<file path="src/hw/rtl/rfi_pkg.sv">
// Types, constants and helpers for the redundant frame inserter.
`timescale 1ns / 1ps

package rfi_pkg;

   // ring geometry; RING_SLOTS must be a power of two (slot = sequence low bits)
   localparam int RING_SLOTS    = 256;
   localparam int PAYLOAD_WORDS = 40;
   localparam int SLOT_W        = $clog2(RING_SLOTS);
   localparam int POS_W         = $clog2(PAYLOAD_WORDS + 1);
   localparam int CNT_W         = (PAYLOAD_WORDS > 1) ? $clog2(PAYLOAD_WORDS) : 1;
   localparam int MEM_DEPTH     = RING_SLOTS * PAYLOAD_WORDS;
   localparam int ADDR_W        = $clog2(MEM_DEPTH);

   // command queue between front and back
   localparam int QUEUE_DEPTH = 4;
   localparam int QPTR_W      = $clog2(QUEUE_DEPTH);

   // budget credit, tenths of a byte
   localparam int CREDIT_W    = 48;
   localparam int DELTA_W     = 18;
   localparam int COST_PLAIN  = 40 * (1 + PAYLOAD_WORDS);
   localparam int COST_DOUBLE = 40 * (1 + 2 * PAYLOAD_WORDS);
   localparam logic signed [CREDIT_W-1:0] COST_DOUBLE_C   = CREDIT_W'(COST_DOUBLE);
   localparam logic signed [DELTA_W-1:0]  NEG_COST_PLAIN  = DELTA_W'(-COST_PLAIN);
   localparam logic signed [DELTA_W-1:0]  NEG_COST_DOUBLE = DELTA_W'(-COST_DOUBLE);
   localparam logic signed [CREDIT_W-1:0] CREDIT_MAX = {1'b0, {(CREDIT_W-1){1'b1}}};
   localparam logic signed [CREDIT_W-1:0] CREDIT_MIN = {1'b1, {(CREDIT_W-1){1'b0}}};

   // register file
   localparam int          CSR_ADDR_W     = 3;
   localparam logic [7:0]  RESET_DISTANCE = 8'd2;
   localparam logic [15:0] RESET_BUDGET   = 16'd3168;

   typedef enum logic [0:0] {
      REG_DISTANCE = 1'b0,
      REG_BUDGET   = 1'b1
   } csr_index_type;

   typedef enum logic {
      FRONT_TAKE,
      FRONT_DECIDE
   } front_state_type;

   typedef enum logic {
      BACK_PASS,
      BACK_COPY
   } back_state_type;

   // one queued command: a pass-through word, optionally followed by an append
   typedef struct packed {
      logic [31:0]       word;
      logic              last;
      logic              append;
      logic [SLOT_W-1:0] src_slot;
      logic [ADDR_W-1:0] src_base;
   } cmd_type;

   typedef struct packed {
      logic              en;
      logic [SLOT_W-1:0] slot;
      logic [ADDR_W-1:0] addr;
      logic [31:0]       data;
   } ring_wr_type;

   typedef struct packed {
      logic              en;
      logic [SLOT_W-1:0] slot;
      logic [ADDR_W-1:0] addr;
   } ring_rd_type;

   // saturating add of a small signed delta to the credit
   function automatic logic signed [CREDIT_W-1:0] credit_sat_add(
      input logic signed [CREDIT_W-1:0] a,
      input logic signed [DELTA_W-1:0]  b
   );
      logic [CREDIT_W:0] s;
      s = {a[CREDIT_W-1], a} + {{(CREDIT_W + 1 - DELTA_W){b[DELTA_W-1]}}, b};
      if (s[CREDIT_W] != s[CREDIT_W-1]) begin
         return s[CREDIT_W] ? CREDIT_MIN : CREDIT_MAX;
      end
      return s[CREDIT_W-1:0];
   endfunction

endpackage

</file>
<file path="src/hw/rtl/rfi_queue.sv">
// Short command queue between the front and back parts.
`timescale 1ns / 1ps

module rfi_queue
   import rfi_pkg::*;
(
   input  logic    clock,
   input  logic    reset,
   input  logic    push,
   input  cmd_type push_cmd,
   input  logic    pop,
   output cmd_type head,
   output logic    full,
   output logic    empty
);

   cmd_type           entry_ff [QUEUE_DEPTH];
   logic [QPTR_W-1:0] wr_ptr_ff, wr_ptr_in;
   logic [QPTR_W-1:0] rd_ptr_ff, rd_ptr_in;
   logic [QPTR_W:0]   count_ff, count_in;

   always_comb begin
      wr_ptr_in = push ? wr_ptr_ff + 1'b1 : wr_ptr_ff;
      rd_ptr_in = pop  ? rd_ptr_ff + 1'b1 : rd_ptr_ff;
      count_in  = count_ff;
      if (push && !pop) begin
         count_in = count_ff + 1'b1;
      end else if (pop && !push) begin
         count_in = count_ff - 1'b1;
      end
   end

   always_ff @(posedge clock) begin
      if (reset) begin
         wr_ptr_ff <= '0;
         rd_ptr_ff <= '0;
         count_ff  <= '0;
      end else begin
         wr_ptr_ff <= wr_ptr_in;
         rd_ptr_ff <= rd_ptr_in;
         count_ff  <= count_in;
      end
   end

   always_ff @(posedge clock) begin
      if (push) begin
         entry_ff[wr_ptr_ff] <= push_cmd;
      end
   end

   assign head  = entry_ff[rd_ptr_ff];
   assign full  = (count_ff == (QPTR_W + 1)'(QUEUE_DEPTH));
   assign empty = (count_ff == '0);

endmodule

</file>
<file path="config.mk">
export PLATFORM = sky130hd
export DESIGN_NAME = rfi_queue
export DESIGN_NICKNAME = d
export VERILOG_FILES = /design/src/hw/rtl/rfi_pkg.sv /design/src/hw/rtl/rfi_queue.sv
export SDC_FILE = /design/constraint.sdc
export NUM_CORES = 1
export LEC_CHECK = 0
export ABC_AREA = 0
export ABC_CLOCK_PERIOD_IN_PS = 5800
export BUFFER_PORTS_ARGS = -buffer_cell sky130_fd_sc_hd__buf_4
export CORE_MARGIN = 1
export CORE_UTILIZATION = 30
export CTS_CLUSTER_SIZE = 16
export DETAILED_ROUTE_END_ITERATION = 10
export HOLD_SLACK_MARGIN = 0.08
export PLACE_DENSITY = 0.57
export SYNTH_ARGS = -nofsm -noshare
export SYNTH_HDL_FRONTEND = slang
export SYNTH_SLANG_ARGS = --single-unit
</file>
<file path="constraint.sdc">
create_clock -name clock -period 5.8 [get_ports clock]
set_input_delay 0.58 -clock clock [delete_from_list [all_inputs] [get_ports clock]]
set_output_delay 0.58 -clock clock [all_outputs]
set_load 0.01 [all_outputs]
</file>
Yosys cells after proc, flatten, opt, wreduce, memory -nomap -nowiden
Memory sizes are Yosys's and may differ from the RTL's. A register that Yosys moved wholly into a read port is not among the register bits.
Cells that the tools add are included.
{"block": "word_totals", "register_bits": 7, "ramBits": 224, "out_inout_bits": 58, "elab_cells": 21, "n_memories": 1}
{"memory": "entry_ff", "words": 4, "word_bits": 56, "rd": 1, "rd_clocked_by_memory_dff": 1, "write_ports": 1, "line_no": "rfi_queue.sv:17", "text": "cmd_type entry_ff [QUEUE_DEPTH];"}
{"block": "classes", "addsub": 4, "n_eq_ne": 1, "mux": 6, "reduce_logical": 6}
{"op": "$mux 3", "n": 2}
{"op": "$add 2x1->2 const B", "n": 2}
{"op": "$mux 2", "n": 2}
{"op": "$add 3x1->3 const B", "n": 1}
{"op": "$eq 3x3->1 const B", "n": 1}
{"op": "$logic_not 3->1", "n": 1}
{"op": "$sub 3x1->3 const B", "n": 1}
{"op": "$logic_and 1x1->1", "n": 2}
{"op": "$logic_not 1->1", "n": 2}
{"op": "$mux 1", "n": 2}
{"op": "$reduce_bool 2->1", "n": 1}

Depth between registers and ports, before layout
{"block": "logic_depth", "depth_word": 4, "ltp_mapped": 7, "ltp_nobuf": 7}

Least setup slack after synthesis
No wires, ideal clock.
{"block": "synth_path", "path_kind": "in2reg", "start": "input push", "end": "memory entry_ff[0][0] (netlist bit), enable pin", "t_arrival_ns": 1.908, "t_required_ns": 5.381, "slack_ns": 3.472, "path_stages": 1, "n_path_buf": 0, "cell_sequence": "and2_1"}
{"block": "synth_via", "elab_chain_cells": 2}
{"item": "start: declaration", "line_no": "rfi_queue.sv:9", "text": "input logic push,"}
{"item": "$mux 1", "line_no": "rfi_queue.sv:46", "text": "if (push) begin"}
{"item": "$mux 1 (implied by the code)", "line_no": "rfi_queue.sv:47", "text": "entry_ff[wr_ptr_ff] <= push_cmd;"}
{"item": "end: declaration", "line_no": "rfi_queue.sv:17"}
Every way passes these cells.

==> impl_metrics.tcl <==
set metrics [dict create \
    ys_seq_elements 233 \
    synthArstFlopShare 0 \
    vdd_drop_max_mv 0.221 \
    ant_nets 0 \
    slew_violations 0 \
    cpPeakStageDelay_ps 680 \
    clock_latency_ps 520 \
    yosysTopAreaCellShare 0.787 \
    coreArea_mm2 0.0279 \
    cp.depth 3 \
    yosysUniqueCellTypes 22 \
    holdBufCountCts 0 \
    grt_max_degree 57 \
    ys_warn_count 0 \
    die_h_um 171 \
    gr-usage-all-layers 0.113 \
    fillerInstances 2567 \
    p_int_mw 3.12 \
    synth.area.top_cells "edfxtp_1 79%, mux4_2 15%, dfxtp_1 2.1%" \
    power_frac_comb 0.094 \
    vias 3861 \
    synth_edf_count 224 \
    skew_ps 10.8 \
    power_frac_clock 0.407 \
    wire_per_inst_um 18.7 \
    grt_pass1_wl_um 24800 \
    die_x_um 171 \
    clock_path_buffers 3 \
    rsz0062_at_grt "false" \
    cts_resized 0 \
    postCtsSetupBuffers 0 \
    path_cells "buf_4 -> mux4_2 -> buf_4" \
    synthTopCellsByCount "224 x edfxtp_1, 56 x mux4_2, 9 x dfxtp_1" \
    syn_avg_cell_area_um2 25.4 \
    synth-main-ff-cell "edfxtp_1" \
    die_area_mm2 0.0292 \
    p_per_area_mw_per_mm2 373 \
    cp-end-kind "primary output" \
    cts_inserted_buffers 26 \
    tns_ps 0 \
    worst_pin_slew_ps 948 \
    dp_hpwl_um 8910 \
    fp-row-count 61 \
    holdWs_ps 260 \
    hold_viol 0 \
    syn-cell-area_mm2 0.00854 \
    antenna-diode-count 0 \
    drive_gt1_frac 0.449 \
    p_leak_nw 3.56 \
    hold_class "in -> reg" \
    drt_first_pass_iters 4 \
    synth_top_cell_by_area "edfxtp_1" \
    clk_pin_slew_ps 60 \
    r2r_cells 3 \
    htreeDepth 1 \
    wl_um 16200 \
    outcome "finished clean" \
    grt_remaining_overflow 0 \
    drt_iter0_drc 245 \
    critPathKind "reg -> out" \
    synthToLayoutAreaGrowth_pct 24.5 \
    via_per_inst 4.46 \
    nets 535 \
    fmax_mhz 305 \
    switchingPower_mw 0.845 \
    cts_tree "built" \
    start_util 0.306 \
    num_io_pins 118 \
    holdPathStages 1 \
    yosysMostFrequentCell "edfxtp_1" \
    cp_max_fo 34 \
    critPathLaunchType "register" \
    required_ps 5220 \
    cts_root_buffer "clkbuf_16" \
    antenna_found_initial 0 \
    setup_viol 0 \
    ys_seq_area_frac 0.808 \
    cts.sinks 233 \
    arrival_ps 2700 \
    cp_slowest_cell "dfxtp_4" \
    p_sw_frac 0.213 \
    drv_cap 0 \
    seq_power_share 0.500 \
    port_buffers 117 \
    gp_congestion 0.644 \
    crit_top_cell "buf_4" \
    path_buf_inv 2 \
    grt_pass1_vias 4367 \
    crit_family "buffers and inverters" \
    final.min_clock_period_ps 3280 \
    syn_inst 336 \
    synth.net_count 402 \
    relSlewSlack 0.368 \
    period_share 0.566 \
    drcViolationCount 0 \
]
==> registers in the layout (all words and copies together) (netlist names), named ones only <==
name,flops
entry_ff,224
count_ff,3
rd_ptr_ff,2
wr_ptr_ff,2
==> through the flow <==
stage	instances	power [mW]	area, um2	setup WS [ps]	utilization
after global placement	819	2.38	9790	3000	0.350
after CTS	866	4.03	10600	2370	0.381
final	866	3.96	10600	2520	0.381
after detailed placement	819	2.40	9790	2950	0.350
after global routing	866	4.12	10600	2260	0.381
after floorplan	336	2.21	8540	3470	-
==> per-layer routing <==
layer,up-vias,routed length (um),GRT usage
met5,-,0,0
met4,0,367,0.0364
met3,30,908,0.0266
met2,97,8370,0.199
met1,2046,6580,0.136
li1,1688,-,-
==> power groups by stage <==
stage / registers (mW) / logic (mW) / clock network [mW]
3_5_place_dp: 2.02 / 0.383 / 0
5_1_grt: 1.99 / 0.404 / 1.73
3_3_place_gp: 2.01 / 0.373 / 0
6_report: 1.98 / 0.372 / 1.61
4_1_cts: 1.98 / 0.384 / 1.66
2_1_floorplan: 1.99 / 0.226 / 0
==> cell families (layout without fill, tap and decap cells) <==
family / count (synthesis) / in the layout / synth area share
AOI/OAI and AO/OA: 2 / 2 / 0.00117
DFF: 233 / 233 / 0.808
adders and majority gates: 6 / 6 / 0.00966
buffers and inverters: 17 / 169 / 0.0171
muxes: 58 / 58 / 0.150
xor gates and xnor gates: 5 / 5 / 0.00513
and+or+nand+nor: 15 / 15 / 0.00864
==> path summary, 6_finish.rpt <==
check,from,to,slack (ps)
worst max-delay path,register,head[42],2520
worst min-delay path,push_cmd[42],entry_ff[0][42],260
worst max register to register,wr_ptr_ff[0],entry_ff[0][11],4020
worst min register to register,count_ff[2],count_ff[2],520
==> final cells by class <==
| type | instances | area (um2) | share of cell area |
|---|---|---|---|
| flip-flops and latches | 233 | 6910 | 0.650 |
| clock inverters | 14 | 150 | 0.0141 |
| inverters | 4 | 15.0 | 0.00141 |
| well taps | 378 | 473 | 0.0445 |
| repair buffers | 118 | 886 | 0.0833 |
| clock buffers | 33 | 698 | 0.0656 |
| multi-input cells | 86 | 1500 | 0.141 |
==> cells in the final DEF (no fill, tap or decap) <==
cell         n
edfxtp_1   224
buf_4      118
mux4_2      56
clkbuf_16   27
nor2_1       7
clkinv_2     7
dfxtp_1      7
clkbuf_1     6
ha_1         5
inv_1        4
and2_4       4
xor2_1       3
bufinv_16    3
xnor2_1      2
mux2i_1      2
dfxtp_4      2
clkinv_1     2
clkinv_4     2
nor3b_1      1
nor3_1       1
nand2_1      1
o21ai_0      1
or3_1        1
a21oi_1      1
fa_1         1
(Power assumes the default switching activity.)
