`src/hw/rtl/rfi_pkg.sv`:
```
// Types, constants and helpers for the redundant frame inserter.
`timescale 1ns / 1ps

package rfi_pkg;

   // ring geometry; RING_SLOTS must be a power of two (slot = sequence low bits)
   localparam int RING_SLOTS    = 256;
   localparam int PAYLOAD_WORDS = 40;
   localparam int SLOT_W        = $clog2(RING_SLOTS);
   localparam int POS_W         = $clog2(PAYLOAD_WORDS + 1);
   localparam int CNT_W         = (PAYLOAD_WORDS > 1) ? $clog2(PAYLOAD_WORDS) : 1;
   localparam int MEM_DEPTH     = RING_SLOTS * PAYLOAD_WORDS;
   localparam int ADDR_W        = $clog2(MEM_DEPTH);

   // command queue between front and back
   localparam int QUEUE_DEPTH = 4;
   localparam int QPTR_W      = $clog2(QUEUE_DEPTH);

   // budget credit, tenths of a byte
   localparam int CREDIT_W    = 48;
   localparam int DELTA_W     = 18;
   localparam int COST_PLAIN  = 40 * (1 + PAYLOAD_WORDS);
   localparam int COST_DOUBLE = 40 * (1 + 2 * PAYLOAD_WORDS);
   localparam logic signed [CREDIT_W-1:0] COST_DOUBLE_C   = CREDIT_W'(COST_DOUBLE);
   localparam logic signed [DELTA_W-1:0]  NEG_COST_PLAIN  = DELTA_W'(-COST_PLAIN);
   localparam logic signed [DELTA_W-1:0]  NEG_COST_DOUBLE = DELTA_W'(-COST_DOUBLE);
   localparam logic signed [CREDIT_W-1:0] CREDIT_MAX = {1'b0, {(CREDIT_W-1){1'b1}}};
   localparam logic signed [CREDIT_W-1:0] CREDIT_MIN = {1'b1, {(CREDIT_W-1){1'b0}}};

   // register file
   localparam int          CSR_ADDR_W     = 3;
   localparam logic [7:0]  RESET_DISTANCE = 8'd2;
   localparam logic [15:0] RESET_BUDGET   = 16'd3168;

   typedef enum logic [0:0] {
      REG_DISTANCE = 1'b0,
      REG_BUDGET   = 1'b1
   } csr_index_type;

   typedef enum logic {
      FRONT_TAKE,
      FRONT_DECIDE
   } front_state_type;

   typedef enum logic {
      BACK_PASS,
      BACK_COPY
   } back_state_type;

   // one queued command: a pass-through word, optionally followed by an append
   typedef struct packed {
      logic [31:0]       word;
      logic              last;
      logic              append;
      logic [SLOT_W-1:0] src_slot;
      logic [ADDR_W-1:0] src_base;
   } cmd_type;

   typedef struct packed {
      logic              en;
      logic [SLOT_W-1:0] slot;
      logic [ADDR_W-1:0] addr;
      logic [31:0]       data;
   } ring_wr_type;

   typedef struct packed {
      logic              en;
      logic [SLOT_W-1:0] slot;
      logic [ADDR_W-1:0] addr;
   } ring_rd_type;

   // saturating add of a small signed delta to the credit
   function automatic logic signed [CREDIT_W-1:0] credit_sat_add(
      input logic signed [CREDIT_W-1:0] a,
      input logic signed [DELTA_W-1:0]  b
   );
      logic [CREDIT_W:0] s;
      s = {a[CREDIT_W-1], a} + {{(CREDIT_W + 1 - DELTA_W){b[DELTA_W-1]}}, b};
      if (s[CREDIT_W] != s[CREDIT_W-1]) begin
         return s[CREDIT_W] ? CREDIT_MIN : CREDIT_MAX;
      end
      return s[CREDIT_W-1:0];
   endfunction

endpackage

```
`src/hw/rtl/rfi_if.sv`:
```
// Item channel interfaces: input words and outgoing datagram words.
`timescale 1ns / 1ps

interface rfi_req_if;
   logic        valid;
   logic        ready;
   logic [31:0] in_word;

   modport source (output valid, output in_word, input ready);
   modport sink   (input valid, input in_word, output ready);
endinterface


```
`src/hw/rtl/rfi_front.sv`:
```
// Front part: takes input words, fills the ring, keeps the budget, queues commands.
`timescale 1ns / 1ps

module rfi_front
   import rfi_pkg::*;
(
   input  logic        clock,
   input  logic        reset,
   rfi_req_if.sink     req_chan,
   input  logic [7:0]  distance,
   input  logic [15:0] budget,
   input  logic        q_full,
   input  logic        append_done,
   output logic        q_push,
   output cmd_type     q_cmd,
   output ring_wr_type ring_wr
);

   front_state_type              state_ff, state_in;
   logic [POS_W-1:0]             pos_ff, pos_in;
   logic [31:0]                  seq_ff, seq_in;
   logic [SLOT_W-1:0]            slot_ff, slot_in;
   logic [ADDR_W-1:0]            wr_addr_ff, wr_addr_in;
   logic [31:0]                  last_word_ff, last_word_in;
   logic signed [CREDIT_W-1:0]   credit_ff, credit_in;
   logic                         busy_ff, busy_in;
   logic                         take_ready;
   logic                         accept;
   logic                         at_seq;
   logic                         at_last;
   logic                         append_ok;
   logic [SLOT_W-1:0]            src_slot;

   assign at_seq    = (pos_ff == '0);
   assign at_last   = (pos_ff == POS_W'(PAYLOAD_WORDS));
   assign accept    = req_chan.valid && take_ready;
   assign append_ok = (seq_ff >= 32'(distance)) && (credit_ff >= COST_DOUBLE_C);
   assign src_slot  = seq_ff[SLOT_W-1:0] - SLOT_W'(distance);

   // next state
   always_comb begin
      state_in = state_ff;
      unique case (state_ff)
         FRONT_TAKE: begin
            if (accept && at_last) begin
               state_in = FRONT_DECIDE;
            end
         end
         FRONT_DECIDE: begin
            if (!q_full) begin
               state_in = FRONT_TAKE;
            end
         end
         default: state_in = FRONT_TAKE;
      endcase
   end

   // outputs: payload words wait while an append is still reading the ring
   always_comb begin
      take_ready = 1'b0;
      q_push     = 1'b0;
      q_cmd      = '0;
      unique case (state_ff)
         FRONT_TAKE: begin
            take_ready = !q_full && !(busy_ff && !at_seq);
            q_push     = req_chan.valid && take_ready && !at_last;
            q_cmd.word = req_chan.in_word;
         end
         FRONT_DECIDE: begin
            q_push         = !q_full;
            q_cmd.word     = last_word_ff;
            q_cmd.last     = !append_ok;
            q_cmd.append   = append_ok;
            q_cmd.src_slot = src_slot;
            q_cmd.src_base = ADDR_W'(src_slot) * ADDR_W'(PAYLOAD_WORDS);
         end
         default: begin
            take_ready = 1'b0;
         end
      endcase
      req_chan.ready = take_ready;
   end

   // datapath next values
   always_comb begin
      pos_in       = pos_ff;
      seq_in       = seq_ff;
      slot_in      = slot_ff;
      wr_addr_in   = wr_addr_ff;
      last_word_in = last_word_ff;
      credit_in    = credit_ff;
      busy_in      = busy_ff;
      if (accept) begin
         if (at_seq) begin
            pos_in     = POS_W'(1);
            seq_in     = req_chan.in_word;
            slot_in    = req_chan.in_word[SLOT_W-1:0];
            wr_addr_in = ADDR_W'(req_chan.in_word[SLOT_W-1:0]) * ADDR_W'(PAYLOAD_WORDS);
         end else begin
            wr_addr_in = wr_addr_ff + 1'b1;
            if (at_last) begin
               pos_in       = '0;
               last_word_in = req_chan.in_word;
               credit_in    = credit_sat_add(credit_ff, DELTA_W'(budget));
            end else begin
               pos_in = pos_ff + 1'b1;
            end
         end
      end
      // second budget step: charge the datagram actually sent
      if (state_ff == FRONT_DECIDE && !q_full) begin
         credit_in = credit_sat_add(credit_ff, append_ok ? NEG_COST_DOUBLE : NEG_COST_PLAIN);
         busy_in   = append_ok;
      end else if (append_done) begin
         busy_in = 1'b0;
      end
   end

   always_ff @(posedge clock) begin
      if (reset) begin
         state_ff  <= FRONT_TAKE;
         pos_ff    <= '0;
         credit_ff <= '0;
         busy_ff   <= 1'b0;
      end else begin
         state_ff  <= state_in;
         pos_ff    <= pos_in;
         credit_ff <= credit_in;
         busy_ff   <= busy_in;
      end
   end

   always_ff @(posedge clock) begin
      seq_ff       <= seq_in;
      slot_ff      <= slot_in;
      wr_addr_ff   <= wr_addr_in;
      last_word_ff <= last_word_in;
   end

   assign ring_wr.en   = accept && !at_seq;
   assign ring_wr.slot = slot_ff;
   assign ring_wr.addr = wr_addr_ff;
   assign ring_wr.data = req_chan.in_word;

endmodule

```
`src/flat_wrapper.sv`:
```
// flat-port wrapper written by rule: the top's interface ports become plain ports
module rfi_front_flat import rfi_pkg::*;
  (clock, reset, distance, budget, q_full, append_done, q_push, q_cmd, ring_wr, req_chan_valid, req_chan_in_word, req_chan_ready);
  rfi_req_if req_chan_i ();
  input  logic clock;
  input  logic reset;
  input  logic [7:0] distance;
  input  logic [15:0] budget;
  input  logic q_full;
  input  logic append_done;
  output logic q_push;
  output cmd_type q_cmd;
  output ring_wr_type ring_wr;
  input wire logic [$bits(req_chan_i.valid)-1:0] req_chan_valid;
  input wire logic [$bits(req_chan_i.in_word)-1:0] req_chan_in_word;
  output wire logic [$bits(req_chan_i.ready)-1:0] req_chan_ready;
  assign req_chan_i.valid = req_chan_valid;
  assign req_chan_i.in_word = req_chan_in_word;
  assign req_chan_ready = req_chan_i.ready;
  rfi_front u_core (.clock(clock), .reset(reset), .req_chan(req_chan_i), .distance(distance), .budget(budget), .q_full(q_full), .append_done(append_done), .q_push(q_push), .q_cmd(q_cmd), .ring_wr(ring_wr));
endmodule
```
`config.mk`:
```
export PLATFORM = sky130hd
export DESIGN_NAME = rfi_front_flat
export DESIGN_NICKNAME = d
export VERILOG_FILES = /design/src/hw/rtl/rfi_pkg.sv /design/src/hw/rtl/rfi_if.sv /design/src/hw/rtl/rfi_front.sv /design/src/flat_wrapper.sv
export SDC_FILE = /design/constraint.sdc
export NUM_CORES = 1
export LEC_CHECK = 0
export ABC_AREA = 0
export ABC_CLOCK_PERIOD_IN_PS = 7340
export BUFFER_PORTS_ARGS = -buffer_cell sky130_fd_sc_hd__buf_2
export CAP_MARGIN = 20
export CORE_MARGIN = 10
export CORE_UTILIZATION = 45
export DETAILED_ROUTE_END_ITERATION = 12
export HOLD_SLACK_MARGIN = 0.03
export MAX_ROUTING_LAYER = met4
export PLACE_DENSITY = 0.66
export SLEW_MARGIN = 0
export SYNTH_ARGS = -nofsm -noshare
export SYNTH_HDL_FRONTEND = slang
export SYNTH_SLANG_ARGS = --single-unit
```
`constraint.sdc`:
```
create_clock -name clock -period 7.34 [get_ports clock]
set_input_delay 0 -clock clock [delete_from_list [all_inputs] [get_ports clock]]
set_output_delay 0 -clock clock [all_outputs]
set_load 0.01 [all_outputs]
```
======== Word level (Yosys, flattened, before mapping) ========
Cells that the tools add are included.
operators by class
  add/sub/neg operators ................... 5
  multipliers ............................. 2
  $lt $le $gt $ge ......................... 2
  equality and inequality tests ........... 4
  mux-type cells .......................... 29
  bitwise logic cells ..................... 2
  reductions and logical operators ........ 21
operators with widths
  cell                     number
  $mux W48                 10
  $pmux W32 S2             1
  $add A48 B13 Y49         1
  $add A48 B17 Y49         1
  $ge A48 B13 Y1 const B   1
  $ge A32 B8 Y1            1
  $mux W24                 1
  $mul A8 B3 Y11 const B   2
  $add A14 B1 Y14 const B  1
  $mux W14                 1
  $mux W12                 1
  $mux W6                  2
  $mux W1                  11
  $logic_and A1 B1 Y1      9
  $sub A8 B8 Y8            1
  $add A6 B1 Y6 const B    1
  $eq A6 B6 Y1 const B     1
  $logic_not A6 Y1         1
  $reduce_and A3 Y1        2
  $reduce_bool A2 Y1       3
  $logic_not A1 Y1         5
  $pmux W1 S2              2
  $ne A1 B1 Y1             2
  $ne A2 B2 Y1 const B     1
  2 further kinds          3
word-level totals
  register bits after elaboration ......... 142
  input port bits ......................... 61

======== Logic depth before layout (Yosys ltp) ========
  word-level depth ........................ 13
  gate-level depth with buffers ........... 26
  gate-level depth less buffers ........... 24

======== Least setup slack after synthesis ========
Ideal clock, no wire load.
  kind .................................... reg2reg
  from .................................... reg u_core.slot_ff[0] (netlist name)
  to ...................................... reg u_core.last_word_ff[0], enable pin
  setup time .............................. 0.387 ns
  data arrival time ....................... 5.401 ns
  setup slack ............................. 1.552 ns
  stages on the path, launching flop included .. 22
  path buffers ............................ 1
  clock period less this slack ............ 5.788 ns
  path through ............................ edfxtp_1 inv_1 ha_1 inv_1 fa_1 a21o_1 a21oi_1 o21bai_1 a21oi_1 a21oi_1 o21ai_0 ha_1 a21oi_1 a41oi_1 nand4b_1 nor3_1 xor2_1 ha_1 clkbuf_1 a21oi_1 nand2_1 inv_1
RTL lines
  element                 RTL line          text
  end signal: assignment  rfi_front.sv:137  last_word_ff <= last_word_in;
  end: declaration        rfi_front.sv:24   logic [31:0] last_word_ff, last_word_in;

==> results_dict.tcl <==
set metrics [dict create \
    cpMostUsedCell "a21oi_1" \
    yosys-top-cells-count "nand2_1 (85), edfxtp_1 (78), nor2_1 (76)" \
    synth-adder-area-share_pct 7.63 \
    fmax_mhz 149 \
    yosysUniqueCellTypes 82 \
    setup_viol 0 \
    max-vdd-ir-drop_mv 0.124 \
    grt_pass1_wl_mm 52.6 \
    root_buffer "clkbuf_16" \
    antenna_left 0 \
    io-pin-count 174 \
    drtIter0Drc 1127 \
    place_congestion 0.979 \
    seqCellArea_um2 3460 \
    final_nets 1430 \
    core_area_um2 22700 \
    synth.avg_cell_area_um2 8.78 \
    dieArea_um2 29600 \
    hp-class "primary input to flop" \
    cp_slowest_cell "or3_1" \
    fp-row-count 55 \
    crit_path_max_fanout 18 \
    start_util_pct 45.8 \
    tightest_slew_ns 1.09 \
    postLayoutCellArea_um2 12100 \
    max_slew_margin_pct 27.2 \
    ys_ff_latch 134 \
    wl_per_cell_um 21.0 \
    synth-simple-area-share_pct 21.2 \
    synthMuxAreaShare_pct 4.48 \
    synth_edf_count 78 \
    status "complete, no violations" \
    antenna_found_initial 2 \
    crit_required_ns 7.71 \
    yosysTopAreaCell "edfxtp_1" \
    synth_area_leaders "edfxtp_1 (23%), dfxtp_1 (11%), ha_1 (6.9%), mux2_2 (3.7%), buf_4 (3.2%)" \
    finalHoldViolCount 0 \
    async_flop_share_pct 0 \
    yosysWarnings 0 \
    yosysSeqAreaShare_pct 33.3 \
    grt.total_usage_pct 22.9 \
    cts_tree "yes" \
    cts_sinks 134 \
    dp_hpwl_mm 24.5 \
    fin_setup_tns_ns 0 \
    port-buffer-count 170 \
    clock_latency_ns 0.43 \
    synth_top_area_share_pct 22.5 \
    finClkSkew_ns 0.0113 \
    rsz0062_at_grt "false" \
    grt_max_degree 48 \
    gr-total-overflow 0 \
    multi_input_area_um2 6140 \
    die-height_um 172 \
    layout_min_cycle_time_ns 6.71 \
    pwr_density_cell_nw_per_um2 168 \
    clk_path_buf_depth 2 \
    syn_inst 1184 \
    critical_path_class "flop to flop" \
    die_w_um 172 \
    synth_most_common_cell "nand2_1" \
    dr.pass1.iters 6 \
    fill_cells 2151 \
    cp.arrival_ns 7.07 \
    slowest_delay_ns 0.60 \
    place_inst 1538 \
    vias_per_cell 6.18 \
    synth_flop_cell "edfxtp_1" \
    area_growth_pct 16.6 \
    synth-xor-area-share_pct 5.03 \
    startpoint_type "flop" \
    postPlaceCellArea_um2 11100 \
    drt-total-wl_mm 33.8 \
    num_vias 9943 \
    layout-drive-gt1-share_pct 21.8 \
    cts_max_level 4 \
    synth_compound_area_share_pct 20.3 \
    whs_ns 0.119 \
    synth_top_family_by_area "simple AND/OR/NAND/NOR gates" \
    post-route-period-util_pct 91.4 \
    clkTransAtPathRegs_ns 0.07 \
    instances_no_fill 1608 \
    fin_util_pct 53.4 \
    drv_cap 0 \
    drc 0 \
    leakagePower_nw 5.00 \
    critPathBufInv 5 \
    crit_family "simple AND/OR/NAND/NOR gates" \
    syn-cell-area_um2 10400 \
    final_max_slew_viol_count 0 \
    cts_buffers 17 \
    critPathCaptureType "flop" \
    grt_pass1_vias 9576 \
]
## sequential cells by signal (all words and copies together), names as in the netlist
name                 flops
u_core.slot_ff           7
u_core.wr_addr_ff       14
u_core.credit_ff        48
u_core.last_word_ff     32
u_core.pos_ff            6
u_core.seq_ff           25
u_core.state_ff          1
u_core.busy_ff           1
## layer usage
layer	vias to the layer above	wire length, µm	track usage [%]
met4	0	941	7.23
met5	-	0	-
met3	89	2560	4.54
met1	4719	14500	29.4
met2	447	15800	35.8
li1	4688	-	-
## power breakdown
part           internal (mW)  switching, mW
Sequential             0.813         0.0103
Combinational          0.132          0.158
Clock                  0.524          0.396
Total                   1.47          0.564
## cells by family after synthesis
group,Yosys count
and+or+nand+nor,414
AOI/OAI and AO/OA,306
buffers and inverters,169
DFF,134
adders and majority gates,61
xor gates and xnor gates,58
muxes,41
other,1
## stage by stage
step / worst slack, ns / total power [mW]
6_report: 0.634 / 2.03
2_1_floorplan: 1.55 / 1.03
4_1_cts: 0.744 / 2.05
3_5_place_dp: 0.782 / 1.11
3_3_place_gp: 0.997 / 1.11
5_1_grt: 0.227 / 2.11
## layout make-up
cell class,count,area share [%]
antenna,2,0.0413
clock buffer,17,3.51
clock inverter,15,1.73
inverter,49,1.52
multi-input combinational,883,50.6
sequential,134,28.6
tap,285,2.94
timing repair buffer,223,11.1
## repair_timing
item,CTS,global route
endpoints found under the hold margin,68,0
endpoints found under the setup margin,0,0
gates resized for setup,0,0
hold buffers,34,0
buffers inserted,0,0
## tightest hold or removal path: cells and delay by family
family        cells  cell delay, ns
simple gates      1            0.14
buf+inv           2            0.35
## final timing paths
path	from	endpoint	slack (ns)	cells after the start
max	u_core.slot_ff[0]	u_core.credit_ff[40]	0.63	25
min	reset	u_core.pos_ff[1]	0.12	3
max reg2reg	u_core.slot_ff[0]	u_core.credit_ff[40]	0.63	25
min reg2reg	u_core.credit_ff[7]	u_core.credit_ff[7]	0.52	2
## placed cells by master (no fill, tap or decap), types with 8 or more instances in the layout
cell           synthesis  final
nand2b_1               8      8
and3_1                13     13
o211ai_1              15     15
a211oi_1              15     15
and2_1                16     16
mux2_2                34     34
buf_2                 11    170
o2111ai_1              8      8
o32ai_1                8      8
or4_1                 14     14
nand4_1               25     25
a21o_1                15     15
nand2_1               85     85
a21oi_1               66     66
o21ai_0               52     52
xnor2_1               33     33
nand3_1               35     35
or3_1                 14     14
inv_1                 47     47
nor2_1                76     73
ha_1                  57     57
a31oi_1               14     13
clkbuf_16              0     17
o31ai_1               31     31
nor2b_1                9      9
edfxtp_1              78     78
or2_2                  8      8
nor4_1                24     24
buf_4                 45     18
nor3_1                53     52
and4_1                 9      9
xor2_1                24     24
dfxtp_1               56     55
dlygate4sd3_1          0     34
No activity file was read; power rests on OpenSTA's default activity.
