**config.mk**
```make
export PLATFORM = sky130hd
export DESIGN_NAME = rfi_back_flat
export DESIGN_NICKNAME = d
export VERILOG_FILES = /design/src/hw/rtl/rfi_pkg.sv /design/src/hw/rtl/rfi_if.sv /design/src/hw/rtl/rfi_back.sv /design/src/flat_wrapper.sv
export SDC_FILE = /design/constraint.sdc
export NUM_CORES = 1
export LEC_CHECK = 0
export ABC_AREA = 0
export BUFFER_PORTS_ARGS = -buffer_cell sky130_fd_sc_hd__buf_2
export CAP_MARGIN = 30
export CORE_AREA = 5 5 101 103
export CTS_CLUSTER_SIZE = 40
export DETAILED_ROUTE_END_ITERATION = 12
export DIE_AREA = 0 0 106 108
export PLACE_DENSITY_LB_ADDON = 0.3
export SETUP_SLACK_MARGIN = 0.05
export SYNTH_ARGS = -nofsm -noshare
export SYNTH_HDL_FRONTEND = slang
export SYNTH_SLANG_ARGS = --single-unit
```
**constraint.sdc**
```tcl
create_clock -name clock -period 3.1 [get_ports clock]
set_input_delay 0.62 -clock clock [delete_from_list [all_inputs] [get_ports clock]]
set_output_delay 0.62 -clock clock [all_outputs]
set_load 0.05 [all_outputs]
```
**src/hw/rtl/rfi_pkg.sv**
```systemverilog
// Types, constants and helpers for the redundant frame inserter.
`timescale 1ns / 1ps

package rfi_pkg;

   // ring geometry; RING_SLOTS must be a power of two (slot = sequence low bits)
   localparam int RING_SLOTS    = 256;
   localparam int PAYLOAD_WORDS = 40;
   localparam int SLOT_W        = $clog2(RING_SLOTS);
   localparam int POS_W         = $clog2(PAYLOAD_WORDS + 1);
   localparam int CNT_W         = (PAYLOAD_WORDS > 1) ? $clog2(PAYLOAD_WORDS) : 1;
   localparam int MEM_DEPTH     = RING_SLOTS * PAYLOAD_WORDS;
   localparam int ADDR_W        = $clog2(MEM_DEPTH);

   // command queue between front and back
   localparam int QUEUE_DEPTH = 4;
   localparam int QPTR_W      = $clog2(QUEUE_DEPTH);

   // budget credit, tenths of a byte
   localparam int CREDIT_W    = 48;
   localparam int DELTA_W     = 18;
   localparam int COST_PLAIN  = 40 * (1 + PAYLOAD_WORDS);
   localparam int COST_DOUBLE = 40 * (1 + 2 * PAYLOAD_WORDS);
   localparam logic signed [CREDIT_W-1:0] COST_DOUBLE_C   = CREDIT_W'(COST_DOUBLE);
   localparam logic signed [DELTA_W-1:0]  NEG_COST_PLAIN  = DELTA_W'(-COST_PLAIN);
   localparam logic signed [DELTA_W-1:0]  NEG_COST_DOUBLE = DELTA_W'(-COST_DOUBLE);
   localparam logic signed [CREDIT_W-1:0] CREDIT_MAX = {1'b0, {(CREDIT_W-1){1'b1}}};
   localparam logic signed [CREDIT_W-1:0] CREDIT_MIN = {1'b1, {(CREDIT_W-1){1'b0}}};

   // register file
   localparam int          CSR_ADDR_W     = 3;
   localparam logic [7:0]  RESET_DISTANCE = 8'd2;
   localparam logic [15:0] RESET_BUDGET   = 16'd3168;

   typedef enum logic [0:0] {
      REG_DISTANCE = 1'b0,
      REG_BUDGET   = 1'b1
   } csr_index_type;

   typedef enum logic {
      FRONT_TAKE,
      FRONT_DECIDE
   } front_state_type;

   typedef enum logic {
      BACK_PASS,
      BACK_COPY
   } back_state_type;

   // one queued command: a pass-through word, optionally followed by an append
   typedef struct packed {
      logic [31:0]       word;
      logic              last;
      logic              append;
      logic [SLOT_W-1:0] src_slot;
      logic [ADDR_W-1:0] src_base;
   } cmd_type;

   typedef struct packed {
      logic              en;
      logic [SLOT_W-1:0] slot;
      logic [ADDR_W-1:0] addr;
      logic [31:0]       data;
   } ring_wr_type;

   typedef struct packed {
      logic              en;
      logic [SLOT_W-1:0] slot;
      logic [ADDR_W-1:0] addr;
   } ring_rd_type;

   // saturating add of a small signed delta to the credit
   function automatic logic signed [CREDIT_W-1:0] credit_sat_add(
      input logic signed [CREDIT_W-1:0] a,
      input logic signed [DELTA_W-1:0]  b
   );
      logic [CREDIT_W:0] s;
      s = {a[CREDIT_W-1], a} + {{(CREDIT_W + 1 - DELTA_W){b[DELTA_W-1]}}, b};
      if (s[CREDIT_W] != s[CREDIT_W-1]) begin
         return s[CREDIT_W] ? CREDIT_MIN : CREDIT_MAX;
      end
      return s[CREDIT_W-1:0];
   endfunction

endpackage

```
**src/hw/rtl/rfi_if.sv**
```systemverilog


interface rfi_rsp_if;
   logic        valid;
   logic        ready;
   logic [31:0] out_word;
   logic        out_last;
   logic        out_copy;

   modport source (output valid, output out_word, output out_last, output out_copy,
                   input ready);
   modport sink   (input valid, input out_word, input out_last, input out_copy,
                   output ready);
endinterface

```
**src/hw/rtl/rfi_back.sv**
```systemverilog
// Back part: drains the command queue, streams ring copies, holds the output register.
`timescale 1ns / 1ps

module rfi_back
   import rfi_pkg::*;
(
   input  logic        clock,
   input  logic        reset,
   input  cmd_type     q_head,
   input  logic        q_empty,
   output logic        q_pop,
   output ring_rd_type ring_rd,
   input  logic [31:0] ring_data,
   output logic        append_done,
   rfi_rsp_if.source   rsp_chan
);

   back_state_type    state_ff, state_in;
   logic              rsp_valid_ff, rsp_valid_in;
   logic [31:0]       rsp_word_ff, rsp_word_in;
   logic              rsp_last_ff, rsp_last_in;
   logic              rsp_copy_ff, rsp_copy_in;
   logic              rd_valid_ff, rd_valid_in;
   logic              rd_last_ff, rd_last_in;
   logic [ADDR_W-1:0] rd_addr_ff, rd_addr_in;
   logic [SLOT_W-1:0] rd_slot_ff, rd_slot_in;
   logic [CNT_W-1:0]  rd_cnt_ff, rd_cnt_in;
   logic              out_free;
   logic              move;
   logic              issue;
   logic              cnt_end;

   assign out_free = !rsp_valid_ff || rsp_chan.ready;
   assign move     = rd_valid_ff && out_free;
   assign cnt_end  = (rd_cnt_ff == CNT_W'(PAYLOAD_WORDS - 1));

   // next state
   always_comb begin
      state_in = state_ff;
      unique case (state_ff)
         BACK_PASS: begin
            if (q_pop && q_head.append) begin
               state_in = BACK_COPY;
            end
         end
         BACK_COPY: begin
            if (issue && cnt_end) begin
               state_in = BACK_PASS;
            end
         end
         default: state_in = BACK_PASS;
      endcase
   end

   // outputs: a new command only once the read stage has drained
   always_comb begin
      q_pop       = 1'b0;
      issue       = 1'b0;
      append_done = 1'b0;
      unique case (state_ff)
         BACK_PASS: begin
            q_pop = !q_empty && out_free && !rd_valid_ff;
         end
         BACK_COPY: begin
            issue       = !rd_valid_ff || out_free;
            append_done = issue && cnt_end;
         end
         default: begin
            q_pop = 1'b0;
         end
      endcase
   end

   always_comb begin
      rsp_valid_in = rsp_valid_ff && !rsp_chan.ready;
      rsp_word_in  = rsp_word_ff;
      rsp_last_in  = rsp_last_ff;
      rsp_copy_in  = rsp_copy_ff;
      if (q_pop) begin
         rsp_valid_in = 1'b1;
         rsp_word_in  = q_head.word;
         rsp_last_in  = q_head.last;
         rsp_copy_in  = 1'b0;
      end else if (move) begin
         rsp_valid_in = 1'b1;
         rsp_word_in  = ring_data;
         rsp_last_in  = rd_last_ff;
         rsp_copy_in  = 1'b1;
      end

      rd_valid_in = issue ? 1'b1 : (move ? 1'b0 : rd_valid_ff);
      rd_last_in  = issue ? cnt_end : rd_last_ff;
      rd_addr_in  = rd_addr_ff;
      rd_slot_in  = rd_slot_ff;
      rd_cnt_in   = rd_cnt_ff;
      if (q_pop) begin
         rd_addr_in = q_head.src_base;
         rd_slot_in = q_head.src_slot;
         rd_cnt_in  = '0;
      end else if (issue) begin
         rd_addr_in = rd_addr_ff + 1'b1;
         rd_cnt_in  = rd_cnt_ff + 1'b1;
      end
   end

   always_ff @(posedge clock) begin
      if (reset) begin
         state_ff     <= BACK_PASS;
         rsp_valid_ff <= 1'b0;
         rd_valid_ff  <= 1'b0;
      end else begin
         state_ff     <= state_in;
         rsp_valid_ff <= rsp_valid_in;
         rd_valid_ff  <= rd_valid_in;
      end
   end

   always_ff @(posedge clock) begin
      rsp_word_ff <= rsp_word_in;
      rsp_last_ff <= rsp_last_in;
      rsp_copy_ff <= rsp_copy_in;
      rd_last_ff  <= rd_last_in;
      rd_addr_ff  <= rd_addr_in;
      rd_slot_ff  <= rd_slot_in;
      rd_cnt_ff   <= rd_cnt_in;
   end

   assign ring_rd.en        = issue;
   assign ring_rd.slot      = rd_slot_ff;
   assign ring_rd.addr      = rd_addr_ff;

   assign rsp_chan.valid    = rsp_valid_ff;
   assign rsp_chan.out_word = rsp_word_ff;
   assign rsp_chan.out_last = rsp_last_ff;
   assign rsp_chan.out_copy = rsp_copy_ff;

endmodule

```
**src/flat_wrapper.sv**
```systemverilog
// flat-port wrapper written by rule: the top's interface ports become plain ports
module rfi_back_flat import rfi_pkg::*;
  (clock, reset, q_head, q_empty, q_pop, ring_rd, ring_data, append_done, rsp_chan_valid, rsp_chan_out_word, rsp_chan_out_last, rsp_chan_out_copy, rsp_chan_ready);
  rfi_rsp_if rsp_chan_i ();
  input  logic clock;
  input  logic reset;
  input  cmd_type q_head;
  input  logic q_empty;
  output logic q_pop;
  output ring_rd_type ring_rd;
  input  logic [31:0] ring_data;
  output logic append_done;
  output wire logic [$bits(rsp_chan_i.valid)-1:0] rsp_chan_valid;
  output wire logic [$bits(rsp_chan_i.out_word)-1:0] rsp_chan_out_word;
  output wire logic [$bits(rsp_chan_i.out_last)-1:0] rsp_chan_out_last;
  output wire logic [$bits(rsp_chan_i.out_copy)-1:0] rsp_chan_out_copy;
  input wire logic [$bits(rsp_chan_i.ready)-1:0] rsp_chan_ready;
  assign rsp_chan_valid = rsp_chan_i.valid;
  assign rsp_chan_out_word = rsp_chan_i.out_word;
  assign rsp_chan_out_last = rsp_chan_i.out_last;
  assign rsp_chan_out_copy = rsp_chan_i.out_copy;
  assign rsp_chan_i.ready = rsp_chan_ready;
  rfi_back u_core (.clock(clock), .reset(reset), .q_head(q_head), .q_empty(q_empty), .q_pop(q_pop), .ring_rd(ring_rd), .ring_data(ring_data), .append_done(append_done), .rsp_chan(rsp_chan_i));
endmodule
```
# Yosys cells after proc, flatten, opt, wreduce, memory -nomap -nowiden
# Index checks and enable logic that the tools add are counted.
[classes] n_lt_le_gt_ge=0 muxes=16 bitwise=1 addsub=2 mul=0 n_reduce_logical=16 shift=0 n_eq_ne=1 div=0
[ops] cell="$mux W32" count=2
[ops] cell="$mux W14" count=2
[ops] cell="$add A14 B1 Y14 const B" count=1
[ops] cell="$mux W1" count=11
[ops] cell="$logic_and A1 B1 Y1" count=7
[ops] cell="$add A6 B1 Y6 const B" count=1
[ops] cell="$eq A6 B6 Y1 const B" count=1
[ops] cell="$reduce_bool A2 Y1" count=3
[ops] cell="$logic_not A1 Y1" count=4
[ops] cell="$logic_or A1 B1 Y1" count=2
[ops] cell="$pmux W1 S2" count=1
[ops] cell="$not A1 Y1" count=1
[totals] register_bits=66 mem_bits_ro=0 in_bits=92 ram_bits=0 wordCells=46 latch_bits=0 n_memories=0

# Longest topological paths before layout
# Gate-level depths: netlist of run 1.
[logic_depth] depth_word=8 depth_mapped=6

# Worst setup path after synthesis of run 1
# No wires, ideal clock.
[synth_timing] path_kind="reg-to-reg" startpoint="register u_core.rsp_valid_ff, in the netlist u_core.rsp_chan.valid" endpoint="register u_core.rsp_last_ff, in the netlist u_core.rsp_chan.out_last (enable)" setup_slack_ps=686 n_path_buf=1 setup_ps=484 synth_period_minus_slack_ps=2414 required_ps=2616 path_stages_with_launch=5 arrival_ps=1930 cell_sequence="dfxtp_1 -> nand2b_1 -> nand3b_1 -> clkbuf_1 -> nand2_1"
[synth_between] elab_chain_len=6
[synth_lines] item="from (decl)" line="rfi_back.sv:19" source="logic rsp_valid_ff, rsp_valid_in;"
[synth_lines] item="from (signal assigned)" line="rfi_back.sv:113" source="rsp_valid_ff <= rsp_valid_in;"
[synth_lines] item="$logic_not A1 Y1 (*)" line="rfi_back.sv:33" source="assign out_free = !rsp_valid_ff || rsp_chan.ready;"
[synth_lines] item="$logic_or A1 B1 Y1 (*)" line="rfi_back.sv:33"
[synth_lines] item="$logic_and A1 B1 Y1 (2 in series)" line="rfi_back.sv:62" source="q_pop = !q_empty && out_free && !rd_valid_ff;"
[synth_lines] item="$mux W1" line="rfi_back.sv:60" source="unique case (state_ff)"
[synth_lines] item="$reduce_bool A2 Y1 (no source line) (*)"
[synth_lines] item="to (signal assigned)" line="rfi_back.sv:120" source="rsp_last_ff <= rsp_last_in;"
[synth_lines] item="to (decl)" line="rfi_back.sv:21" source="logic rsp_last_ff, rsp_last_in;"
# Mark *: on every way between the ends. The rest lies on a longest branch, timed or not.
# A chain may end at the register's enable or synchronous reset.

==> results of run 1 <==
## cell usage after synthesis, types with 2 or more instances
cell	n
dfxtp_1	10
nor2_1	14
a21oi_1	5
clkbuf_1	3
o21ai_0	9
buf_4	2
nand4_1	4
nor3_1	2
nand3_1	7
ha_1	2
edfxtp_1	56
xor2_1	7
nor4_1	3
nand2_1	127
inv_1	4
nand3b_1	2
xnor2_1	9
buf_2	6
o21ai_2	3
and3_1	2
## sequential cells by signal, summed over array words and instances, names as in the netlist
signal / count
u_core.rd_addr_ff: 14
u_core.rd_cnt_ff: 6
u_core.rd_last_ff: 1
u_core.rd_slot_ff: 8
u_core.rd_valid_ff: 1
u_core.rsp_chan.out_copy: 1
u_core.rsp_chan.out_last: 1
u_core.rsp_chan.out_word: 32
u_core.rsp_chan.valid: 1
u_core.state_ff: 1
## worst max-delay path by stage
stage                               start                       end  slack [ns]  cells after the start
detailed placement         rsp_chan_ready     u_core.rd_addr_ff[11]        0.90                      5
finish                     rsp_chan_ready               ring_rd[22]        0.98                      5
global placement           rsp_chan_ready     u_core.rd_addr_ff[12]        0.92                      5
CTS                        rsp_chan_ready               ring_rd[22]        0.97                      5
floorplan           u_core.rsp_chan.valid  u_core.rsp_chan.out_last        0.69                      4
global route               rsp_chan_ready               ring_rd[22]        0.88                      5
## power groups by stage
| stage | Clock (mW) | Combinational [mW] | Sequential, mW |
|---|---|---|---|
| after floorplan | 0 | 0.199 | 1.50 |
| after global placement | 0 | 0.712 | 1.19 |
| after detailed placement | 0 | 0.718 | 1.19 |
| after CTS | 0.817 | 0.721 | 1.17 |
| after global routing | 0.848 | 0.761 | 1.18 |
| final | 0.785 | 0.712 | 1.17 |
## metal layers
metal | track usage | share of wire | routed length (um) | vias up
met5 | 0 | 0 | 0 | -
met4 | 0.0611 | 0.020 | 146 | 0
met3 | 0.0382 | 0.079 | 589 | 11
met2 | 0.207 | 0.48 | 3560 | 97
met1 | 0.145 | 0.42 | 3130 | 1074
li1 | - | - | - | 1266
## metrics by stage
step           hold WS [ns]  cell area (um2)  setup WS (ns)
2_1_floorplan         0.436             2920          0.686
3_3_place_gp          0.456             3790          0.917
3_5_place_dp          0.455             3790          0.904
4_1_cts               0.439             4010          0.975
5_1_grt               0.443             4010          0.884
6_report              0.459             4010          0.982
## kinds of logic (layout without fill, tap and decap cells)
logic type | Yosys count | count (layout) | synth area share
AO/OA/AOI/OAI | 17 | 17 | 0.0330
adder cells (fa/ha/maj) | 2 | 2 | 0.00857
buffers and inverters | 16 | 177 | 0.0257
multiplexers | 1 | 1 | 0.00343
XOR/XNOR | 16 | 16 | 0.0480
flip-flops | 66 | 66 | 0.645
AND/OR/NAND/NOR | 166 | 166 | 0.237
## layout make-up
cell class,count,area (um2),share of cell area
well taps,111,139,0.0346
clock buffers,11,141,0.0352
flip-flops and latches,66,1880,0.469
clock inverters,5,77.6,0.0193
multi-input cells,202,962,0.240
repair buffers,156,793,0.198
inverters,5,18.8,0.00468
==> qor.csv, run 1 <==
stage,metric,value,unit
pwr,internal power,1.75,mW
logic_synthesis,"area leader, netlist",edfxtp_1,
run_status,run status,"complete, no violations",
routing,post-route antenna net violation count,0,
sta,RSZ-0062 raised after global routing,false,
grt,antenna violations before repair,0,
worst_setup_path,CP top delay family,buffers and inverters,
worst_hold_path,worst hold-check path type,input port to flip-flop,
worst_setup_path,R2R depth,4,
floorplanning,FP Rows,35,
final_layout,final core area utilization,0.441,
run,Max-cap violations,0,
pwr,Tot Pwr,2.67,mW
sta,worst slew pin tran,0.600,ns
logic_synthesis,top-area cell type share of the netlist area,0.576,
logic_synthesis,Syn Inst Count,284,
logic_synthesis,Synth area leaders,"edfxtp_1 58%, nand2_1 16%, dfxtp_1 6.9%, xnor2_1 2.7%, xor2_1 2.1%",
grt,gr usage total,0.124,
worst_setup_path,CP max FO,5,
placement,# placed instances,540,
pwr,sequential power share,0.438,
logic_synthesis,syn_nets,378,
clock_tree,total CTS buffers,9,
final_layout,Fill cells,915,
clock_tree,CTS tree,built,
pwr,leak pwr,1.88,nW
pwr,Power Dens Cells,664,mW/mm2
worst_setup_path,CP bufs+invs,3,
worst_setup_path,Critical Path RT,2.48,ns
final_layout,Area growth syn-to-layout,37.5,%
sta,Setup Skew,0.0105,ns
worst_setup_path,Worst setup EP type,output pin,
pwr,Sw Ratio,0.342,
routing,drt initial violations,88,
final_layout,layout cells sized above 1,0.400,
logic_synthesis,sequential-to-total area share from yosys stat,0.645,
clock_tree,worst-skew pair later-pin latency,0.33,ns
sta,final slew viol count,0,
clock_tree,clk sinks,66,
grt,Congestion Overflow GR,0,
routing,WL/cell,13.4,um
routing,drt drc,0,
grt,largest net degree at the start of global routing,40,
clock_tree,H-tree depth,3,
worst_setup_path,Worst R2R Setup Slack,1.31,ns
placement,GPL Wtd Cong,0.784,
clock_tree,clock slew at reported path FFs,0.07,ns
logic_synthesis,Post-Syn Area,0.00292,mm2
worst_setup_path,FF-to-FF End,u_core.rd_addr_ff[9],
worst_setup_path,FF-to-FF Start,u_core.state_ff,
worst_setup_path,max incr delay on CP,0.23,ns
worst_hold_path,hold endpoint,u_core.rd_slot_ff[5],
pwr,Comb power frac,0.267,
sta,setup_tns,0,ns
clock_tree,Post-CTS Setup Inserts,0,
worst_hold_path,hold depth,1,
final_layout,antenna fix cells,0,
worst_setup_path,kind of critical path,input port to output pin,
logic_synthesis,Synth cell types,27,
worst_hold_path,hold_sp,q_head[19],
floorplanning,Die X,106,um
grt,first-pass GRT wire length,11200,um
routing,Vias,2448,
final_layout,Non-Filler Instances,556,
logic_synthesis,"FFs w/ async S/R, synth",0,
worst_setup_path,crit-path most repeated cell,buf_2,
pwr,Worst IR Drop VDD,0.259,mV
logic_synthesis,"EDFF count, synth",56,
pwr,Clock power frac,0.295,
sta,Final min period,2.12,ns
logic_synthesis,synthesis warning total,0,
worst_setup_path,type of origin of the critical path,input port,
worst_setup_path,CP Cell Sequence,"buf_2, nand3b_1, nand2_1, inv_1, buf_2",
routing,Vias/cell,4.40,
worst_setup_path,CP Data Arrival Time,1.50,ns
placement,DP HPWL,5770,um
worst_setup_path,"Slowest-stage cell, CP",nand3b_1,
floorplanning,Core Box Area,0.00911,mm2
final_layout,"commonest non-fill, non-tap cells in the layout","151 x buf_2, 127 x nand2_1, 56 x edfxtp_1, 14 x nor2_1",
floorplanning,full die area,0.0114,mm2
clock_tree,Hold Buf Count CTS,0,
pwr,switching power,0.911,mW
grt,vias in the first global route,2326,
final_layout,"most common cell after layout, fill and taps aside",buf_2,
logic_synthesis,#FFs+latches synth,66,
sta,final hold vios,0,
routing,1st-pass router iterations,4,
sta,Tcrit/Tclk final,0.683,
floorplanning,starting density of the core,0.320,
routing,Total Routed Length,7430,um
sta,fmax,472,MHz
logic_synthesis,Post-Synthesis Mean Instance Area,10.3,um2
clock_tree,post_cts resized,0,
final_layout,# nets final,534,
clock_tree,clk buf depth,2,
floorplanning,# IOs,152,
sta,final setup fails,0,
placement,port bufs,151,
floorplanning,chip height,108,um
logic_synthesis,Synth Flop Type,edfxtp_1,
clock_tree,clk root buf,clkbuf_8,
sta,Slew headroom,0.599,
No activity file was read; power rests on OpenSTA's default activity.
==> run 2: changes to the inputs <==
clock period = 1.7 ns   (was 3.1 ns; I/O delays follow)
==> qor.csv, run 2 (synthesized netlist as in run 1, its figures left out) <==
stage,metric,value,unit,change
worst_setup_path,FF-to-FF Start,u_core.rd_addr_ff[0],,
grt,vias in the first global route,2382,,+2.4%
clock_tree,total CTS buffers,9,,unchanged
final_layout,"most common cell after layout, fill and taps aside",buf_2,,
floorplanning,Die X,106,um,unchanged
sta,worst slew pin tran,0.349,ns,-0.251 ns
clock_tree,Hold Buf Count CTS,0,,unchanged
clock_tree,clock slew at reported path FFs,0.08,ns,about the same
sta,hold slack,0.185,ns,-0.274 ns
worst_setup_path,R2R depth,5,,+1
floorplanning,FP Rows,35,,unchanged
worst_setup_path,CP Data Arrival Time,1.26,ns,-0.24 ns
worst_setup_path,FF-to-FF End,u_core.rd_addr_ff[10],,
sta,final setup fails,0,,unchanged
final_layout,design area,0.00420,mm2,+4.7%
routing,drt drc,0,,unchanged
routing,Vias/cell,4.42,,+0.42%
sta,setup_tns,0,ns,unchanged
floorplanning,chip height,108,um,unchanged
worst_hold_path,hold depth,1,,unchanged
routing,post-route antenna net violation count,0,,unchanged
final_layout,"commonest non-fill, non-tap cells in the layout","148 x buf_2, 123 x nand2_1, 56 x edfxtp_1, 14 x buf_4, 12 x nor2_1",,
worst_hold_path,hold_sp,q_head[14],,
sta,Tcrit/Tclk final,0.944,,
pwr,Power Dens Cells,1180,mW/mm2,+77%
worst_setup_path,Critical Path RT,1.36,ns,-1.12 ns
worst_setup_path,"Slowest-stage cell, CP",dfxtp_2,,
final_layout,antenna fix cells,0,,unchanged
placement,DP HPWL,6010,um,+4.2%
floorplanning,Core Box Area,0.00911,mm2,unchanged
routing,Vias,2507,,+2.4%
worst_setup_path,kind of critical path,flip-flop to output pin,,
sta,Setup Skew,0.00663,ns,-0.00388 ns
grt,Congestion Overflow GR,0,,unchanged
sta,final hold vios,0,,unchanged
routing,1st-pass router iterations,4,,unchanged
clock_tree,worst-skew pair later-pin latency,0.33,ns,about the same
worst_hold_path,hold endpoint,u_core.rd_slot_ff[0],,
final_layout,# nets final,545,,+2.1%
floorplanning,# IOs,152,,unchanged
routing,Total Routed Length,7770,um,+4.6%
worst_setup_path,max incr delay on CP,0.36,ns,+0.13 ns
final_layout,max reg flops,32,,unchanged
floorplanning,full die area,0.0114,mm2,unchanged
floorplanning,starting density of the core,0.320,,unchanged
clock_tree,clk buf depth,2,,unchanged
worst_setup_path,CP bufs+invs,1,,-2
clock_tree,clk sinks,66,,unchanged
run,Max-cap violations,0,,unchanged
worst_setup_path,CP top delay family,flip-flops,,
final_layout,layout cells sized above 1,0.445,,+0.0452
worst_setup_path,Worst setup EP type,output pin,,
sta,RSZ-0062 raised after global routing,true,,
routing,drt initial violations,112,,+27%
grt,largest net degree at the start of global routing,40,,unchanged
clock_tree,H-tree depth,3,,unchanged
worst_setup_path,type of origin of the critical path,flip-flop,,
grt,first-pass GRT wire length,11600,um,+3.7%
run_status,run status,"complete, no violations",,
sta,fmax,623,MHz,
sta,final slew viol count,0,,unchanged
routing,WL/cell,13.7,um,+2.6%
clock_tree,clk root buf,clkbuf_8,,
sta,Final min period,1.60,ns,
grt,antenna violations before repair,0,,unchanged
grt,gr usage total,0.129,,+0.00530
pwr,Worst IR Drop VDD,0.423,mV,+63%
final_layout,Area growth syn-to-layout,44.0,%,
final_layout,Fill cells,885,,-3.3%
placement,placed cell area,0.00392,mm2,+3.2%
sta,Slew headroom,0.767,,+0.168
worst_hold_path,worst hold-check path type,input port to flip-flop,,
worst_setup_path,CP max FO,3,,-2
worst_setup_path,CP Cell Sequence,"ha_4, nand4_1, nor2_2, buf_6",,
pwr,leak pwr,1.93,nW,+2.9%
placement,GPL Wtd Cong,0.796,,+1.5%
clock_tree,CTS tree,built,,
placement,port bufs,151,,unchanged
worst_setup_path,Worst R2R Setup Slack,0.21,ns,-1.10 ns
run 2: worst max-delay path by stage:
stage,from,endpoint,slack [ns],cells past startpoint
floorplan,u_core.rd_addr_ff[0],u_core.rd_addr_ff[10],-0.11,5
global route,u_core.rd_cnt_ff[3],append_done,0.01,4
detailed placement,rsp_chan_ready,u_core.rsp_chan.out_word[29],0.17,6
global placement,q_empty,u_core.rsp_chan.out_word[18],0.18,6
finish,u_core.rd_cnt_ff[1],append_done,0.1,4
CTS,u_core.rd_cnt_ff[1],append_done,0.05,4
run 2: report_power, final:
group	total (mW)	leakage (nW)	switching, mW	internal, mW
clock	1.42	0.0951	0.600	0.820
combinational	1.41	1.21	1.01	0.394
sequential	2.12	0.627	0.112	2.01
run 2: through the flow:
stage	setup WS, ns	instances	utilization	power, mW
2_1_floorplan	-0.114	284	-	3.11
3_3_place_gp	0.178	547	0.430	3.53
3_5_place_dp	0.169	547	0.430	3.55
4_1_cts	0.0535	564	0.456	4.99
5_1_grt	0.0104	567	0.462	5.20
6_report	0.0955	567	0.462	4.95
run 2: layout make-up:
cell class                 count  area, um2  share of cell area
clock inverter                 7       93.8              0.0223
inverter                       5       18.8             0.00446
clock buffer                   9        124              0.0295
timing repair buffer         167        932               0.222
sequential                    66       1890               0.449
multi-input combinational    202       1010               0.240
tap                          111        139              0.0330
run 2: timing repair:
| action | 4_1_cts | 5_1_grt |
|---|---|---|
| setup endpoints to repair | 3 | 3 |
| resized for setup | 6 | 7 |
| pin swaps | 1 | 2 |
| setup buffers | 1 | 3 |
| endpoints found under the hold margin | 0 | 0 |
run 2: routing by layer:
| metal | vias to the layer above | wire (um) | share of wire | track usage |
|---|---|---|---|---|
| li1 | 1285 | - | - | - |
| met1 | 1132 | 3270 | 0.42 | 0.155 |
| met5 | - | 0 | 0 | 0 |
| met2 | 84 | 3980 | 0.51 | 0.223 |
| met3 | 6 | 424 | 0.055 | 0.0346 |
| met4 | 0 | 88 | 0.011 | 0.0509 |
==> run 3: changes to the inputs <==
clock period = 1.8 ns   (was 1.7 ns; I/O delays follow)
==> qor.csv, run 3 (synthesized netlist as in run 1, its figures left out) <==
stage,metric,value,unit,change
routing,Vias,2485,,-0.88%
worst_setup_path,FF-to-FF Start,u_core.rsp_chan.valid,,
grt,global routing usage on met1,0.152,,-0.00238
pwr,switching power,1.65,mW,-4.5%
clock_tree,clk buf depth,2,,unchanged
pwr,Power Dens Cells,1130,mW/mm2,-4.4%
routing,drt initial violations,81,,-28%
sta,Tcrit/Tclk final,0.927,,
clock_tree,total CTS buffers,9,,unchanged
worst_setup_path,CP Data Arrival Time,1.31,ns,+0.05 ns
sta,final slew viol count,0,,unchanged
sta,fmax,599,MHz,
placement,port bufs,151,,unchanged
pwr,internal power,3.06,mW,-5.2%
sta,final hold vios,0,,unchanged
final_layout,antenna fix cells,0,,unchanged
clock_tree,clk sinks,66,,unchanged
worst_setup_path,"Slowest-stage cell, CP",dfxtp_1,,
clock_tree,H-tree depth,3,,unchanged
pwr,sequential power share,0.423,,-0.006
grt,met2 usage,0.217,,-0.00592
floorplanning,FP Rows,35,,unchanged
worst_setup_path,CP max FO,3,,unchanged
final_layout,register cell area after layout,0.00189,mm2,about the same
routing,post-route antenna net violation count,0,,unchanged
floorplanning,Die X,106,um,unchanged
worst_setup_path,CP Cell Sequence,"ha_2, nand4_1, nor2_2, buf_6",,
grt,largest net degree at the start of global routing,46,,+15%
worst_setup_path,Worst R2R Setup Slack,0.24,ns,+0.03 ns
pwr,Sw Ratio,0.350,,+0.00176
pwr,Worst IR Drop VDD,0.399,mV,-5.6%
run_status,run status,"complete, no violations",,
worst_setup_path,R2R depth,6,,+1
final_layout,area of the multi-input gates,992,um2,-1.7%
placement,GPL Wtd Cong,0.811,,+1.9%
clock_tree,CTS tree,built,,
grt,global route hottest layer,met2,,
final_layout,final core area utilization,0.459,,-0.00234
floorplanning,# IOs,152,,unchanged
worst_setup_path,Worst Setup EP,append_done,,
pwr,leak pwr,1.93,nW,+0.12%
sta,final setup fails,0,,unchanged
final_layout,max reg flops,32,,unchanged
sta,Final min period,1.67,ns,
grt,first-pass GRT wire length,11500,um,-0.96%
grt,gr usage total,0.127,,-0.00208
sta,Slew headroom,0.795,,+0.0281
floorplanning,starting density of the core,0.320,,unchanged
routing,1st-pass router iterations,4,,unchanged
final_layout,layout cells sized above 1,0.436,,-0.00905
routing,Total Routed Length,7550,um,-2.9%
worst_setup_path,Critical Path RT,1.44,ns,+0.08 ns
worst_setup_path,max incr delay on CP,0.35,ns,about the same
floorplanning,Core Box Area,0.00911,mm2,unchanged
final_layout,"most common cell after layout, fill and taps aside",buf_2,,
grt,antenna violations before repair,0,,unchanged
worst_setup_path,CP Launch Point,u_core.rd_cnt_ff[1],,
final_layout,Area growth syn-to-layout,43.3,%,
final_layout,"commonest non-fill, non-tap cells in the layout","149 x buf_2, 125 x nand2_1, 56 x edfxtp_1, 13 x nor2_1, 11 x buf_4",,
routing,WL/cell,13.4,um,-2.5%
pwr,Clock power frac,0.296,,+0.009
sta,Setup Skew,0.00952,ns,+0.00289 ns
clock_tree,worst-skew pair later-pin latency,0.33,ns,about the same
sta,hold slack,0.196,ns,+0.0112 ns
pwr,Comb power frac,0.281,,-0.003
sta,final setup margin,0.131,ns,+0.0358 ns
clock_tree,clock slew at reported path FFs,0.08,ns,about the same
placement,post-place setup slack,0.125,ns,-0.0438 ns
run,Max-cap violations,0,,unchanged
clock_tree,clk root buf,clkbuf_8,,
floorplanning,full die area,0.0114,mm2,unchanged
final_layout,Fill cells,900,,+1.7%
grt,met3 GRT Util,0.0299,,-0.00478
grt,Congestion Overflow GR,0,,unchanged
placement,DP HPWL,5710,um,-5.0%
sta,RSZ-0062 raised after global routing,false,,
worst_setup_path,FF-to-FF End,u_core.rd_addr_ff[3],,
worst_setup_path,Worst setup EP type,output pin,,
grt,vias in the first global route,2431,,+2.1%
floorplanning,chip height,108,um,unchanged
sta,worst slew pin tran,0.305,ns,-0.0438 ns
routing,Vias/cell,4.40,,-0.53%
worst_hold_path,worst hold-check path type,input port to flip-flop,,
final_layout,# nets final,543,,-0.37%
routing,drt drc,0,,unchanged
worst_setup_path,type of origin of the critical path,flip-flop,,
worst_setup_path,kind of critical path,flip-flop to output pin,,
run 3: layout make-up:
class,instances,area share
Clock buffer,9,0.0296
Clock inverter,7,0.0242
Inverter,5,0.00509
Multi-Input combinational cell,202,0.237
Sequential cell,66,0.451
Tap cell,111,0.0332
Timing Repair Buffer,165,0.220
run 3: per-layer routing:
layer	routed length [um]	part of all wire
met1	3260	0.43
met2	3700	0.49
met3	472	0.063
met4	121	0.016
met5	0	0
run 3: critical path, delay by kind of cell (launching register included):
kind	cells	cell delay, ns
flops	1	0.35
fa+ha+maj	1	0.19
simple gates	2	0.26
buf+inv	1	0.17
run 3: worst min-delay path by stage:
stage                                        start                       end  cells after the start
after CTS                               q_head[21]      u_core.rd_slot_ff[7]                      1
after detailed placement  u_core.rsp_chan.out_copy  u_core.rsp_chan.out_copy                      2
after global placement         u_core.rd_cnt_ff[5]       u_core.rd_cnt_ff[5]                      1
final                                   q_head[21]      u_core.rd_slot_ff[7]                      1
after global routing                    q_head[16]      u_core.rd_slot_ff[2]                      1
after floorplan                              reset     u_core.rsp_chan.valid                      1
run 3: power groups by stage:
stage | clock (mW) | sequential [mW] | combinational [mW]
2_1_floorplan | 0 | 2.58 | 0.353
3_3_place_gp | 0 | 2.02 | 1.32
3_5_place_dp | 0 | 2.03 | 1.33
4_1_cts | 1.45 | 1.99 | 1.34
5_1_grt | 1.51 | 2.01 | 1.42
6_report | 1.39 | 1.99 | 1.32
run 3: per-stage QoR:
stage | power, mW | cell area, um2 | cells | TNS [ns]
floorplan | 2.94 | 2950 | 284 | -0.0396
global placement | 3.34 | 3930 | 547 | 0
detailed placement | 3.36 | 3930 | 547 | 0
CTS | 4.78 | 4180 | 565 | 0
global route | 4.94 | 4180 | 565 | 0
finish | 4.71 | 4180 | 565 | 0
run 3: what timing repair did:
action | 4_1_cts | 5_1_grt
setup endpoints to repair | 2 | 2
pin swaps | 1 | 0
buffers inserted | 2 | 0
resized for setup | 4 | 3
hold buffers | 0 | 0
hold endpoints to repair | 0 | 0
